### src/sv/cbnp_pkg.sv
// Shared types and constants for the custom base number parser.
package cbnp_pkg;

	localparam int unsigned CH_W      = 8;
	localparam int unsigned VALUE_W   = 32;
	localparam int unsigned COUNT_W   = 5;
	localparam int unsigned SYM_IDX_W = 4;
	localparam int unsigned CFG_IDX_W = 2;
	localparam int unsigned CFG_W     = 64;

	localparam logic [CH_W-1:0] CH_SPACE = 8'd32;
	localparam logic [CH_W-1:0] CH_BANG  = 8'd33;
	localparam logic [CH_W-1:0] CH_PLUS  = 8'd43;
	localparam logic [CH_W-1:0] CH_MINUS = 8'd45;
	localparam logic [CH_W-1:0] CH_SLASH = 8'd47;
	localparam logic [CH_W-1:0] CH_COLON = 8'd58;

	typedef enum logic [CFG_IDX_W-1:0] {
		REG_SYMBOL_COUNT = 2'd0,
		REG_SYMBOLS_LOW  = 2'd1,
		REG_SYMBOLS_HIGH = 2'd2
	} cfg_reg_t;

	typedef enum logic [1:0] {
		ST_OK        = 2'd0,
		ST_NO_NUMBER = 2'd1,
		ST_BAD_ALPH  = 2'd2
	} status_t;

	typedef enum logic [1:0] {
		PH_PREFIX = 2'd0,
		PH_RUN    = 2'd1,
		PH_DONE   = 2'd2,
		PH_REJECT = 2'd3
	} phase_t;

	typedef struct packed {
		logic [CH_W-1:0] ch;
		logic            last;
	} in_t;

	typedef struct packed {
		logic signed [VALUE_W-1:0] value;
		logic [1:0]                status;
	} out_t;

	// Alphabet check and symbol lookup for the character in flight
	typedef struct packed {
		logic                 ok;
		logic [COUNT_W-1:0]   radix;
		logic                 hit;
		logic [SYM_IDX_W-1:0] idx;
	} alph_t;

endpackage

### src/sv/cbnp_alphabet.sv
// Alphabet registers, validity check and symbol lookup.
module cbnp_alphabet #(
	parameter int MAX_SYMBOLS = 16
) (
	input  logic                                clk,
	input  logic                                arst_n,
	input  logic                                cfg_we,
	input  logic [cbnp_pkg::CFG_IDX_W-1:0]      cfg_index,
	input  logic [cbnp_pkg::CFG_W-1:0]          cfg_data,
	input  logic [cbnp_pkg::CH_W-1:0]           look_ch,
	output cbnp_pkg::alph_t                     alph
);

	logic [cbnp_pkg::COUNT_W-1:0] count_q;
	logic [cbnp_pkg::CH_W-1:0]    sym_q [MAX_SYMBOLS];
	logic                         ok_q;

	logic [MAX_SYMBOLS-1:0] used;
	logic [MAX_SYMBOLS-1:0] bad_sym;
	logic [MAX_SYMBOLS-1:0] hit_vec;
	logic                   dup;
	logic                   count_ok;
	logic                   ok_d;
	logic [cbnp_pkg::SYM_IDX_W-1:0] idx;

	always_ff @(posedge clk or negedge arst_n) begin
		if (!arst_n) begin
			count_q <= '0;
			for (int k = 0; k < MAX_SYMBOLS; k++) begin
				sym_q[k] <= '0;
			end
		end else if (cfg_we) begin
			if (cfg_index == cbnp_pkg::REG_SYMBOL_COUNT) begin
				count_q <= cfg_data[cbnp_pkg::COUNT_W-1:0];
			end
			for (int k = 0; k < MAX_SYMBOLS; k++) begin
				if ((cfg_index == cbnp_pkg::REG_SYMBOLS_LOW && k < 8) ||
				    (cfg_index == cbnp_pkg::REG_SYMBOLS_HIGH && k >= 8)) begin
					sym_q[k] <= cfg_data[8*(k%8) +: 8];
				end
			end
		end
	end

	always_comb begin
		count_ok = (count_q >= cbnp_pkg::COUNT_W'(2)) &&
		           (count_q <= cbnp_pkg::COUNT_W'(MAX_SYMBOLS));
		dup = 1'b0;
		for (int k = 0; k < MAX_SYMBOLS; k++) begin
			used[k]    = cbnp_pkg::COUNT_W'(k) < count_q;
			bad_sym[k] = used[k] && (sym_q[k] == cbnp_pkg::CH_PLUS ||
			             sym_q[k] == cbnp_pkg::CH_MINUS || sym_q[k] < cbnp_pkg::CH_BANG);
		end
		// used[j] implies used[i] for i < j
		for (int i = 0; i < MAX_SYMBOLS; i++) begin
			for (int j = i + 1; j < MAX_SYMBOLS; j++) begin
				if (used[j] && sym_q[i] == sym_q[j]) begin
					dup = 1'b1;
				end
			end
		end
		ok_d = count_ok && !(|bad_sym) && !dup;
	end

	// User must change config only while idle (not enforced); verdict is registered
	always_ff @(posedge clk or negedge arst_n) begin
		if (!arst_n) begin
			ok_q <= 1'b0;
		end else begin
			ok_q <= ok_d;
		end
	end

	// Symbols are distinct whenever the result is used, so OR the matching indexes
	always_comb begin
		idx = '0;
		for (int k = 0; k < MAX_SYMBOLS; k++) begin
			hit_vec[k] = used[k] && (sym_q[k] == look_ch);
			if (hit_vec[k]) begin
				idx = idx | cbnp_pkg::SYM_IDX_W'(k);
			end
		end
	end

	assign alph.ok    = ok_q;
	assign alph.radix = count_q;
	assign alph.hit   = |hit_vec;
	assign alph.idx   = idx;

endmodule

### src/sv/cbnp_core.sv
// Input register, parse state update and result register.
module cbnp_core (
	input  logic                      clk,
	input  logic                      arst_n,
	input  logic                      in_valid,
	output logic                      in_ready,
	input  cbnp_pkg::in_t             in_data,
	output logic                      out_valid,
	input  logic                      out_ready,
	output cbnp_pkg::out_t            out_data,
	output logic [cbnp_pkg::CH_W-1:0] look_ch,
	input  cbnp_pkg::alph_t           alph
);

	logic                                valid_s1;
	cbnp_pkg::in_t                       in_s1;
	cbnp_pkg::phase_t                    phase_q, phase_d;
	logic                                neg_q, neg_d;
	logic [cbnp_pkg::VALUE_W-1:0]        acc_q, acc_d;
	logic                                out_valid_q;
	cbnp_pkg::out_t                      out_q;
	cbnp_pkg::out_t                      res;
	logic                                fire;
	logic                                skip_ch;

	// A last character needs room in the result register; others never wait
	assign fire     = valid_s1 && (!in_s1.last || !out_valid_q || out_ready);
	assign in_ready = !valid_s1 || fire;
	assign look_ch  = in_s1.ch;

	always_ff @(posedge clk or negedge arst_n) begin
		if (!arst_n) begin
			valid_s1 <= 1'b0;
		end else if (in_ready) begin
			valid_s1 <= in_valid;
		end
	end

	always_ff @(posedge clk) begin
		if (in_valid && in_ready) begin
			in_s1 <= in_data;
		end
	end

	assign skip_ch = (in_s1.ch <= cbnp_pkg::CH_SPACE) || (in_s1.ch == cbnp_pkg::CH_PLUS) ||
	                 (in_s1.ch > cbnp_pkg::CH_SLASH && in_s1.ch < cbnp_pkg::CH_COLON);

	// Next state
	always_comb begin
		phase_d = phase_q;
		neg_d   = neg_q;
		acc_d   = acc_q;
		if (alph.ok) begin
			unique case (phase_q)
				cbnp_pkg::PH_PREFIX: begin
					if (alph.hit) begin
						acc_d   = {{(cbnp_pkg::VALUE_W-cbnp_pkg::SYM_IDX_W){1'b0}}, alph.idx};
						phase_d = cbnp_pkg::PH_RUN;
					end else if (in_s1.ch == cbnp_pkg::CH_MINUS) begin
						neg_d = ~neg_q;
					end else if (!skip_ch) begin
						phase_d = cbnp_pkg::PH_REJECT;
					end
				end
				cbnp_pkg::PH_RUN: begin
					if (alph.hit) begin
						acc_d = acc_q * {{(cbnp_pkg::VALUE_W-cbnp_pkg::COUNT_W){1'b0}}, alph.radix}
						      + {{(cbnp_pkg::VALUE_W-cbnp_pkg::SYM_IDX_W){1'b0}}, alph.idx};
					end else begin
						phase_d = cbnp_pkg::PH_DONE;
					end
				end
				// hold once the run has ended or the string is rejected
				default: begin
				end
			endcase
		end
	end

	// Result for a last character
	always_comb begin
		res.value  = '0;
		res.status = cbnp_pkg::ST_NO_NUMBER;
		if (!alph.ok) begin
			res.status = cbnp_pkg::ST_BAD_ALPH;
		end else if (phase_d == cbnp_pkg::PH_RUN || phase_d == cbnp_pkg::PH_DONE) begin
			res.value  = neg_d ? $signed(~acc_d + 32'd1) : $signed(acc_d);
			res.status = cbnp_pkg::ST_OK;
		end
	end

	always_ff @(posedge clk or negedge arst_n) begin
		if (!arst_n) begin
			phase_q <= cbnp_pkg::PH_PREFIX;
			neg_q   <= 1'b0;
			acc_q   <= '0;
		end else if (fire) begin
			if (in_s1.last) begin
				phase_q <= cbnp_pkg::PH_PREFIX;
				neg_q   <= 1'b0;
				acc_q   <= '0;
			end else begin
				phase_q <= phase_d;
				neg_q   <= neg_d;
				acc_q   <= acc_d;
			end
		end
	end

	always_ff @(posedge clk or negedge arst_n) begin
		if (!arst_n) begin
			out_valid_q <= 1'b0;
		end else if (fire && in_s1.last) begin
			out_valid_q <= 1'b1;
		end else if (out_ready) begin
			out_valid_q <= 1'b0;
		end
	end

	always_ff @(posedge clk) begin
		if (fire && in_s1.last) begin
			out_q <= res;
		end
	end

	assign out_valid = out_valid_q;
	assign out_data  = out_q;

`ifndef SYNTHESIS
	a_last_restarts: assert property (@(posedge clk) disable iff (!arst_n)
		fire && in_s1.last |=> phase_q == cbnp_pkg::PH_PREFIX && !neg_q && acc_q == '0)
		else $error("parse state not cleared after last character");

	a_last_gives_result: assert property (@(posedge clk) disable iff (!arst_n)
		fire && in_s1.last |=> out_valid_q)
		else $error("last character produced no result");

	a_zero_on_fail: assert property (@(posedge clk) disable iff (!arst_n)
		out_valid_q && out_q.status != cbnp_pkg::ST_OK |-> out_q.value == '0)
		else $error("nonzero value with failure status");

	a_status_code: assert property (@(posedge clk) disable iff (!arst_n)
		out_valid_q |-> out_q.status == cbnp_pkg::ST_OK ||
		out_q.status == cbnp_pkg::ST_NO_NUMBER || out_q.status == cbnp_pkg::ST_BAD_ALPH)
		else $error("undefined status code");

	a_bad_alph_holds: assert property (@(posedge clk) disable iff (!arst_n)
		fire && !in_s1.last && !alph.ok |=> $stable(phase_q) && $stable(acc_q))
		else $error("state moved under invalid alphabet");
`endif

endmodule

### src/sv/custom_base_number_parser.sv
// Top level: string-to-integer parser over a configured symbol alphabet.
// Input channel in_valid/in_ready/in_data carries one character per transaction,
// with in_data.last marking the final character of a string. Output channel
// out_valid/out_ready/out_data carries one result per string: the signed value
// and a status (parsed, no number, invalid alphabet).
// Configuration channel cfg_valid/cfg_ready/cfg_index/cfg_data writes the symbol
// count and the two symbol words; cfg_ready is always high. Write only while idle.
// Throughput: one character per cycle while the result register can take a final
// character. Each character is registered, then the alphabet lookup and the
// accumulator multiply-add finish in the following cycle, the single loop
// that sets the rate. The last character waits in the input register until the
// result register is free; the result is then registered and out_valid rises.
// The alphabet verdict is registered from the symbol count and symbol registers.
// When out_ready is low, the result is held; non-final characters keep flowing,
// and a final character waits in the input register until the result slot frees.
// Reset clears the alphabet (invalid), the parse state and both valid flags.
module custom_base_number_parser #(
	parameter int MAX_SYMBOLS = 16
) (
	input  logic                           clk,
	input  logic                           arst_n,
	input  logic                           in_valid,
	output logic                           in_ready,
	input  cbnp_pkg::in_t                  in_data,
	output logic                           out_valid,
	input  logic                           out_ready,
	output cbnp_pkg::out_t                 out_data,
	input  logic                           cfg_valid,
	output logic                           cfg_ready,
	input  logic [cbnp_pkg::CFG_IDX_W-1:0] cfg_index,
	input  logic [cbnp_pkg::CFG_W-1:0]     cfg_data
);

	cbnp_pkg::alph_t           alph;
	logic [cbnp_pkg::CH_W-1:0] look_ch;

	assign cfg_ready = 1'b1;

	cbnp_alphabet #(
		.MAX_SYMBOLS(MAX_SYMBOLS)
	) u_alphabet (
		.clk      (clk),
		.arst_n   (arst_n),
		.cfg_we   (cfg_valid && cfg_ready),
		.cfg_index(cfg_index),
		.cfg_data (cfg_data),
		.look_ch  (look_ch),
		.alph     (alph)
	);

	cbnp_core u_core (
		.clk      (clk),
		.arst_n   (arst_n),
		.in_valid (in_valid),
		.in_ready (in_ready),
		.in_data  (in_data),
		.out_valid(out_valid),
		.out_ready(out_ready),
		.out_data (out_data),
		.look_ch  (look_ch),
		.alph     (alph)
	);

endmodule
### config.mk
export PLATFORM = sky130hd
export DESIGN_NAME = custom_base_number_parser
export DESIGN_NICKNAME = d
export VERILOG_FILES = /design/src/sv/cbnp_pkg.sv /design/src/sv/cbnp_alphabet.sv /design/src/sv/cbnp_core.sv /design/src/sv/custom_base_number_parser.sv
export SDC_FILE = /design/constraint.sdc
export NUM_CORES = 2
export LEC_CHECK = 0
export BUFFER_PORTS_ARGS = -buffer_cell sky130_fd_sc_hd__buf_2
export CORE_ASPECT_RATIO = 1.4
export CORE_MARGIN = 3
export CORE_UTILIZATION = 60
export CTS_CLUSTER_SIZE = 12
export DETAILED_ROUTE_END_ITERATION = 7
export GPL_TIMING_DRIVEN = 0
export PLACE_DENSITY_LB_ADDON = 0.3
export SETUP_SLACK_MARGIN = 0.3
export SLEW_MARGIN = 30
export SYNTH_ARGS = -nofsm -noshare
export SYNTH_HDL_FRONTEND = slang
export SYNTH_SLANG_ARGS = --single-unit
### constraint.sdc
create_clock -name clk -period 8.26 [get_ports clk]
set_input_delay 1.652 -clock clk [delete_from_list [all_inputs] [get_ports clk]]
set_output_delay 1.652 -clock clk [all_outputs]
set_load 0.01 [all_outputs]
==> Yosys cells after proc, flatten, opt, wreduce, memory -nomap -nowiden <==
Index checks and enable logic that the tools add are counted.
{ "classes": {"addsub": 2, "mul": 1, "order_cmp": 37, "n_eq_ne": 175, "n_mux": 156, "bitwise_logic": 2, "n_reduce_logical": 211} }
{ "op_table": {"columns": ["cell", "n"], "rows": [
  ["== test 8 bit", 136],
  ["== test 8 x 6 -> 1 bit (second input constant)", 34],
  ["two-way mux 32 bit", 5],
  ["logical AND 1 bit", 159],
  ["less-than comparator 8 x 6 -> 1 bit (second input constant)", 17],
  ["two-way mux 1 bit", 129],
  ["case mux 32 bit (2 select lines)", 1],
  ["less-than comparator 4 x 5 -> 1 bit (first input constant)", 8],
  ["logical OR 1 bit", 38],
  ["adder 32 x 1 -> 32 bit (second input constant)", 1],
  ["adder 32 x 4 -> 32 bit", 1],
  ["multiplier 32 x 5 -> 32 bit", 1],
  ["two-way mux 4 bit", 8],
  ["inverter 32 bit", 1],
  ["OR reduction 16 bit", 2],
  ["less-than comparator 3 x 5 -> 1 bit (first input constant)", 4],
  ["two-way mux 2 bit", 8],
  ["two-way mux 3 bit", 4],
  ["less-than comparator 1 x 5 -> 1 bit (first input constant)", 2],
  ["less-than comparator 2 x 5 -> 1 bit (first input constant)", 2],
  ["> comparator 8 x 6 -> 1 bit (second input constant)", 1],
  ["less-or-equal comparator 8 x 6 -> 1 bit (second input constant)", 1],
  ["AND reduction 2 bit", 4],
  ["== test 2 x 1 -> 1 bit (second input constant)", 3],
  ["8 further kinds", 14]
]} }
{ "word_totals": {"regBits": 214, "input_bits": 80, "out_inout_bits": 37, "word_cells": 611} }

==> Logic depth before layout (Yosys ltp) <==
{ "logic_depth": {"depth_word": 124, "mapped_depth": 24, "depth_no_buf": 22} }

==> By module <==
Synthesis repeated with hierarchy kept, for this count alone.
{ "unflattened": {"cells_unflattened": 3314, "hier_area_um2": 28885.2} }
{ "by_module_without_submodules": {"columns": ["module", "n_inst", "cells_each", "area_each_um2", "seq_area_each_um2"], "rows": [
  ["cbnp_alphabet", 1, 2222, 19384.8, 3353.2],
  ["cbnp_core", 1, 1090, 9489.1, 2217.1],
  ["custom_base_number_parser", 1, 2, 11.3, 0.0]
]} }

==> Worst setup path before layout <==
No wires, ideal clock.
{ "synth_path": {"path_type": "register to register", "startpoint": "register u_alphabet.count_q[3] (netlist bit)", "endpoint": "register u_core.out_q (netlist bit u_core.out_data[28]) (data pin)", "setup_time_ps": 262, "arrival_ps": 5920, "t_required_ps": 7998, "slack_ps": 2077, "stages_incl_launch_ff": 22, "n_path_buf": 1, "period_less_slack_ps": 6183, "cell_sequence": "dfrtp_1 -> buf_4 -> a41oi_2 -> nor3_1 -> nor4_2 -> nand2_1 -> fa_1 -> ha_1 -> inv_1 -> fa_1 -> fa_1 -> nand2b_1 -> a21o_1 -> o31ai_2 -> a41oi_2 -> xnor2_1 -> or3_1 -> o41ai_2 -> o211ai_2 -> nor3_2 -> a21oi_1 -> mux2_1"} }
{ "synth_between": {"elab_chain_len": 24, "elab_cells_between_ends": 68, "cone_classes": "add/sub: 2; mul: 1; order compare: 16; eq/ne: 2; mux: 27; bitwise: 1; reduce/logical: 19"} }
{ "synth_lines": {"columns": ["item", "line", "text"], "rows": [
  ["start, declared", "cbnp_alphabet.sv:14", "logic [cbnp_pkg::COUNT_W-1:0] count_q;"],
  ["start signal, assigned", "cbnp_alphabet.sv:34", "count_q <= cfg_data[cbnp_pkg::COUNT_W-1:0];"],
  ["less-than comparator 1 x 5 -> 1 bit", "cbnp_alphabet.sv:50", "used[k] = cbnp_pkg::COUNT_W'(k) < count_q;"],
  ["logical AND 1 bit", "cbnp_alphabet.sv:78", "hit_vec[k] = used[k] && (sym_q[k] == look_ch);"],
  ["two-way mux 1 bit", "cbnp_alphabet.sv:79", "if (hit_vec[k]) begin"],
  ["two-way mux 2 bit (2 in series)", "cbnp_alphabet.sv:79", null],
  ["two-way mux 3 bit (4 in series)", "cbnp_alphabet.sv:79", null],
  ["two-way mux 4 bit (8 in series)", "cbnp_alphabet.sv:79", null],
  ["adder 32 x 4 -> 32 bit", "cbnp_core.sv:68", "+ {{(cbnp_pkg::VALUE_W-cbnp_pkg::SYM_IDX_W){1'b0}}, alph.idx};"],
  ["two-way mux 32 bit", "cbnp_core.sv:66", "if (alph.hit) begin"],
  ["case mux 32 bit (2 select lines)", "cbnp_core.sv:54", "unique case (phase_q)"],
  ["two-way mux 32 bit", "cbnp_core.sv:53", "if (alph.ok) begin"],
  ["inverter 32 bit", "cbnp_core.sv:87", "res.value = neg_d ? $signed(~acc_d + 32'd1) : $signed(acc_d);"],
  ["adder 32 x 1 -> 32 bit", "cbnp_core.sv:87", null],
  ["two-way mux 32 bit", "cbnp_core.sv:87", null],
  ["end signal, assigned", "cbnp_core.sv:122", "out_q <= res;"],
  ["end, declared", "cbnp_core.sv:21", "cbnp_pkg::out_t out_q;"]
]} }
Several ways; a longest one is shown, not always the timed one.
A chain may end at the register's enable or synchronous reset.

==> Worst setup path after layout <==
{ "layout_path": {"startpoint": "register u_alphabet.count_q[4] (netlist bit)", "endpoint": "register u_core.out_q (netlist bit u_core.out_data[28]) (data pin)"} }
Same word-level chain as after synthesis.

==> out/results.tsv <==
stage	metric	value	unit
outcome	status	complete, but fails checks	
outcome	violated checks	design-rule violations	
worst_setup_path	slowest CP cell	fa_1	
yosys	Mapped Cells	3319	
yosys	xor/xnor share of the synthesized area	35.2	%
grt	Total Routing Usage GR	53.0	%
cts	CTS max path bufs	3	
cells_and_area	Core Util, Final	66.0	%
routing	Residual DRC	79	
floorplanning	initial core utilization	60.8	%
cts	root buffer cell	clkbuf_16	
sta	fin crit period	7780	ps
placement	Place WS	89.9	ps
cells_and_area	layout filler cell count	4187	
yosys	post-synthesis cell type count	83	
floorplanning	core footprint	0.0472	sq mm
power	Peak VDD IR	0.228	mV
yosys	synth top area cells	xnor2_1 (21%), dfrtp_1 (15%), xor2_1 (14%)	
yosys	Synth area leader	xnor2_1	
sta	Hold Vio Cnt, Final	0	
yosys	average cell area after synthesis	8.64	sq um
cells_and_area	Finished Layout Cells	4117	
worst_setup_path	Crit Path Max Fanout	11	
routing	Via-to-Cell Ratio	7.01	
job	Max-Cap Viols	0	
yosys	cell area after synthesis	0.0287	sq mm
worst_setup_path	cell family with most CP delay	simple AND/OR/NAND/NOR gates	
worst_setup_path	CP Capture Type	flop	
sta	RSZ-0062 raised after global routing	no	
sta	Worst Tran Pin Value	1310	ps
worst_setup_path	CP peak stage delay	510	ps
floorplanning	chip width	191	um
yosys	asr flop ratio synth	79.9	%
placement	Post-DP HPWL	95700	um
sta	final worst slack	485	ps
cts	Worst-path clk slew	70	ps
yosys	EDFF count, synth	43	
worst_setup_path	critical path arrival	8080	ps
worst_setup_path	Critical Path RT	8570	ps
routing	DR pass1 iterations	8	
cts	H-tree lvl count	1	
routing	DRT Wirelength	136000	um
yosys	Synth Area in Compound Gates	8.33	%
worst_setup_path	crit path launch type	flop	
sta	count of final setup violators	0	
grt	largest net degree at the start of global routing	82	
sta	Clock Skews	18.3	ps
routing	drt initial violations	4760	
routing	routed via count	28867	
grt	initial antenna violation count	8	
power	leak pwr	12.0	nW
yosys	Synth Area in Adders	8.75	%
yosys	Warnings, synthesis	0	
power	PD cells	216	mW/mm^2
sta	Final Cycle Share	94.1	%
routing	post-route ant nets	0	
sta	Max Freq	129	MHz
grt	gr busiest metal	met2	
yosys	post-synthesis mux area share	5.65	%
cts	CTS tree	built	
yosys	Synth Area in Simple Gates	15.6	%
worst_setup_path	critical path, cell by cell	buf_2 > nor2_1 > buf_2 > nand2_2 > nand3_1 > o2111a_1 > nand2_1 > fa_1 > ha_1 > ha_1 > ha_1 > inv_1 > fa_1 > nand2b_1 > a21o_1 > o311ai_1 > a21oi_1 > xnor2_1 > or3_1 > o41ai_2 > o211ai_2 > nor3_2 > a21oi_1 > mux2_1	
cts	CTS sink count	214	
cells_and_area	layout cell share with drive strength beyond 1	15.0	%
worst_hold_path	Hold Path Class	flop to flop	
routing	wire per inst	33.0	um
yosys	ys flop type	dfrtp_1	
grt	first-pass GRT wire length	194000	um
placement	placed cells	4065	
floorplanning	io pins	117	
yosys	Yosys top cell area share	20.7	%
worst_setup_path	Most common cell on crit path	ha_1	
yosys	main combinational cell family by area after synthesis	XOR/XNOR gates	
grt	met1 usage	55.0	%
placement	routability cong.	1.16	
grt	vias in the first global route	27895	
sta	max-slew violations	0	
cells_and_area	Layout Nets	3699	
sta	headroom to the max-slew limit	11.4	%
floorplanning	die area	0.0505	sq mm
cells_and_area	area delta synth->final	8.49	%
worst_setup_path	WS Path Type	flop to flop	
grt	met3 usage	22.8	%
grt	grt total ovfl	0	
floorplanning	Die Ht	265	um
cts	Worst-Skew Late Latency	590	ps
grt	routing usage on met2	78.8	%
yosys	Seq/Total Area, Yosys	19.4	%
yosys	FF+latch count, synth	214	
placement	PortBufs	115	
floorplanning	Placement Rows	94	
cts	cts bufs inserted	24	
worst_setup_path	CP bufs+invs	3	
yosys	Post-Syn Nets	3548	
cts	hold-fix buffer count after cts	0	
[worst paths after layout]
kind | start | endpoint | slack (ps) | depth (start not counted)
worst max-delay path | u_alphabet.count_q[4]$_DFFE_PN0P_ | u_core.out_data[28]$_SDFFCE_PN0P_ | 480 | 24
worst min-delay path | u_core.acc_q[31]$_DFFE_PN0P_ | u_core.acc_q[31]$_DFFE_PN0P_ | 540 | 2
worst max register to register | u_alphabet.count_q[4]$_DFFE_PN0P_ | u_core.out_data[28]$_SDFFCE_PN0P_ | 480 | 24
worst min register to register | u_core.acc_q[31]$_DFFE_PN0P_ | u_core.acc_q[31]$_DFFE_PN0P_ | 540 | 2
max in group asynchronous | arst_n | u_core.acc_q[11]$_DFFE_PN0P_ | 6680 | 2
min in group asynchronous | arst_n | u_alphabet.sym_q[113]$_DFFE_PN0P_ | 880 | 1
[metrics by stage]
step	hold WS, ps	area [sq um]	setup TNS (ps)	total power (W)
detailed placement	523	30200	0	0.00530
global placement	505	30000	-3670	0.00523
CTS	536	31000	0	0.00637
global route	569	31100	0	0.00681
finish	544	31100	0	0.00672
floorplan	468	28700	0	0.00406
[cells in the mapped netlist, types with 5 or more instances]
cell and instances:
buf_2 105, a21o_1 13, o211ai_1 10, mux2i_1 10, nand4_1 163, fa_1 86
dfrtp_1 171, nor4_1 140, a22oi_1 15, nand3_1 40, and3_1 10, xnor2_1 678
o22ai_1 17, nand2_1 180, o41ai_1 7, mux2_2 133, or2_2 7, a21oi_1 60
inv_1 114, nor2b_1 6, nor2_1 95, buf_4 16, a32oi_1 5, nor3_1 53
nand2b_1 12, and2_1 72, o21ai_0 96, o31ai_1 9, o311ai_0 5, a22o_1 10
or3_1 17, a31oi_1 46, ha_1 63, o21a_1 8, edfxtp_1 43, clkbuf_1 96
a211oi_1 9, o31a_1 5, buf_6 10, xor2_1 473, buf_1 129
[layout by cell type, fill, tap and decap left out, types with 31 or more instances in the layout]
master / n
nand2_1: 179
buf_2: 246
mux2_2: 133
clkbuf_2: 31
clkbuf_1: 89
xor2_1: 473
ha_1: 63
nor3_1: 53
nor2_1: 93
a21oi_1: 59
fa_1: 86
inv_1: 113
nor4_1: 137
nand3_1: 40
buf_1: 86
dfrtp_1: 171
edfxtp_1: 43
and2_1: 72
nand4_1: 163
xnor2_1: 678
o21ai_0: 95
a31oi_1: 45
[final cells by class]
class	instances	area, sq um	area share [%]
clock buffers	34	701	2.25
clock inverters	6	40.0	0.129
flip-flops and latches	214	5570	17.9
well taps	624	781	2.51
multi-input cells	2633	21200	68.0
repair buffers	125	724	2.33
diodes	9	22.5	0.0724
plain buffers	358	1680	5.41
inverters	114	432	1.39
[tightest hold or removal path, stage by stage (launching register included)]
cell and delay (ps):
dfrtp_1 390, nand2_1 70, nand2_1 60
[cells by family (layout without fill, tap and decap cells)]
kind of cell,Yosys count,count (layout)
xor gates and xnor gates,1151,1151
and+or+nand+nor,826,826
buffers and inverters,472,637
AOI/OAI and AO/OA,361,361
DFF,214,214
adders and majority gates,149,149
muxes,145,145
other,1,10
[flip-flops by register name (all words and copies together), names as in the netlist]
name                count
u_alphabet.count_q      5
u_alphabet.ok_q         1
u_alphabet.sym_q      128
u_core.acc_q           32
u_core.in_s1            1
u_core.look_ch          8
u_core.neg_q            1
u_core.out_data        34
u_core.out_valid        1
u_core.phase_q          2
u_core.valid_s1         1
[report_power, final]
group	internal, W	switching (W)	leakage (nW)
sequential	0.00122	0.0000438	2.52
clock	0.000587	0.000499	0.362
combinational	0.00147	0.00290	9.15
total	0.00328	0.00344	12.0
[per-layer routing]
layer,part of all wire (%),vias to the layer above,routed length (um)
met1,31,13551,41900
met2,42,2672,57500
li1,-,11511,-
met4,13,6,17900
met5,0.10,-,137
met3,14,1127,18500
[what timing repair did]
item	CTS	global route
endpoints found under the hold margin	0	0
setup buffers	0	2
resized for setup	3	12
setup endpoints to repair	9	13
pin swaps	0	1
Note: power is estimated with default switching activity, not from simulation.
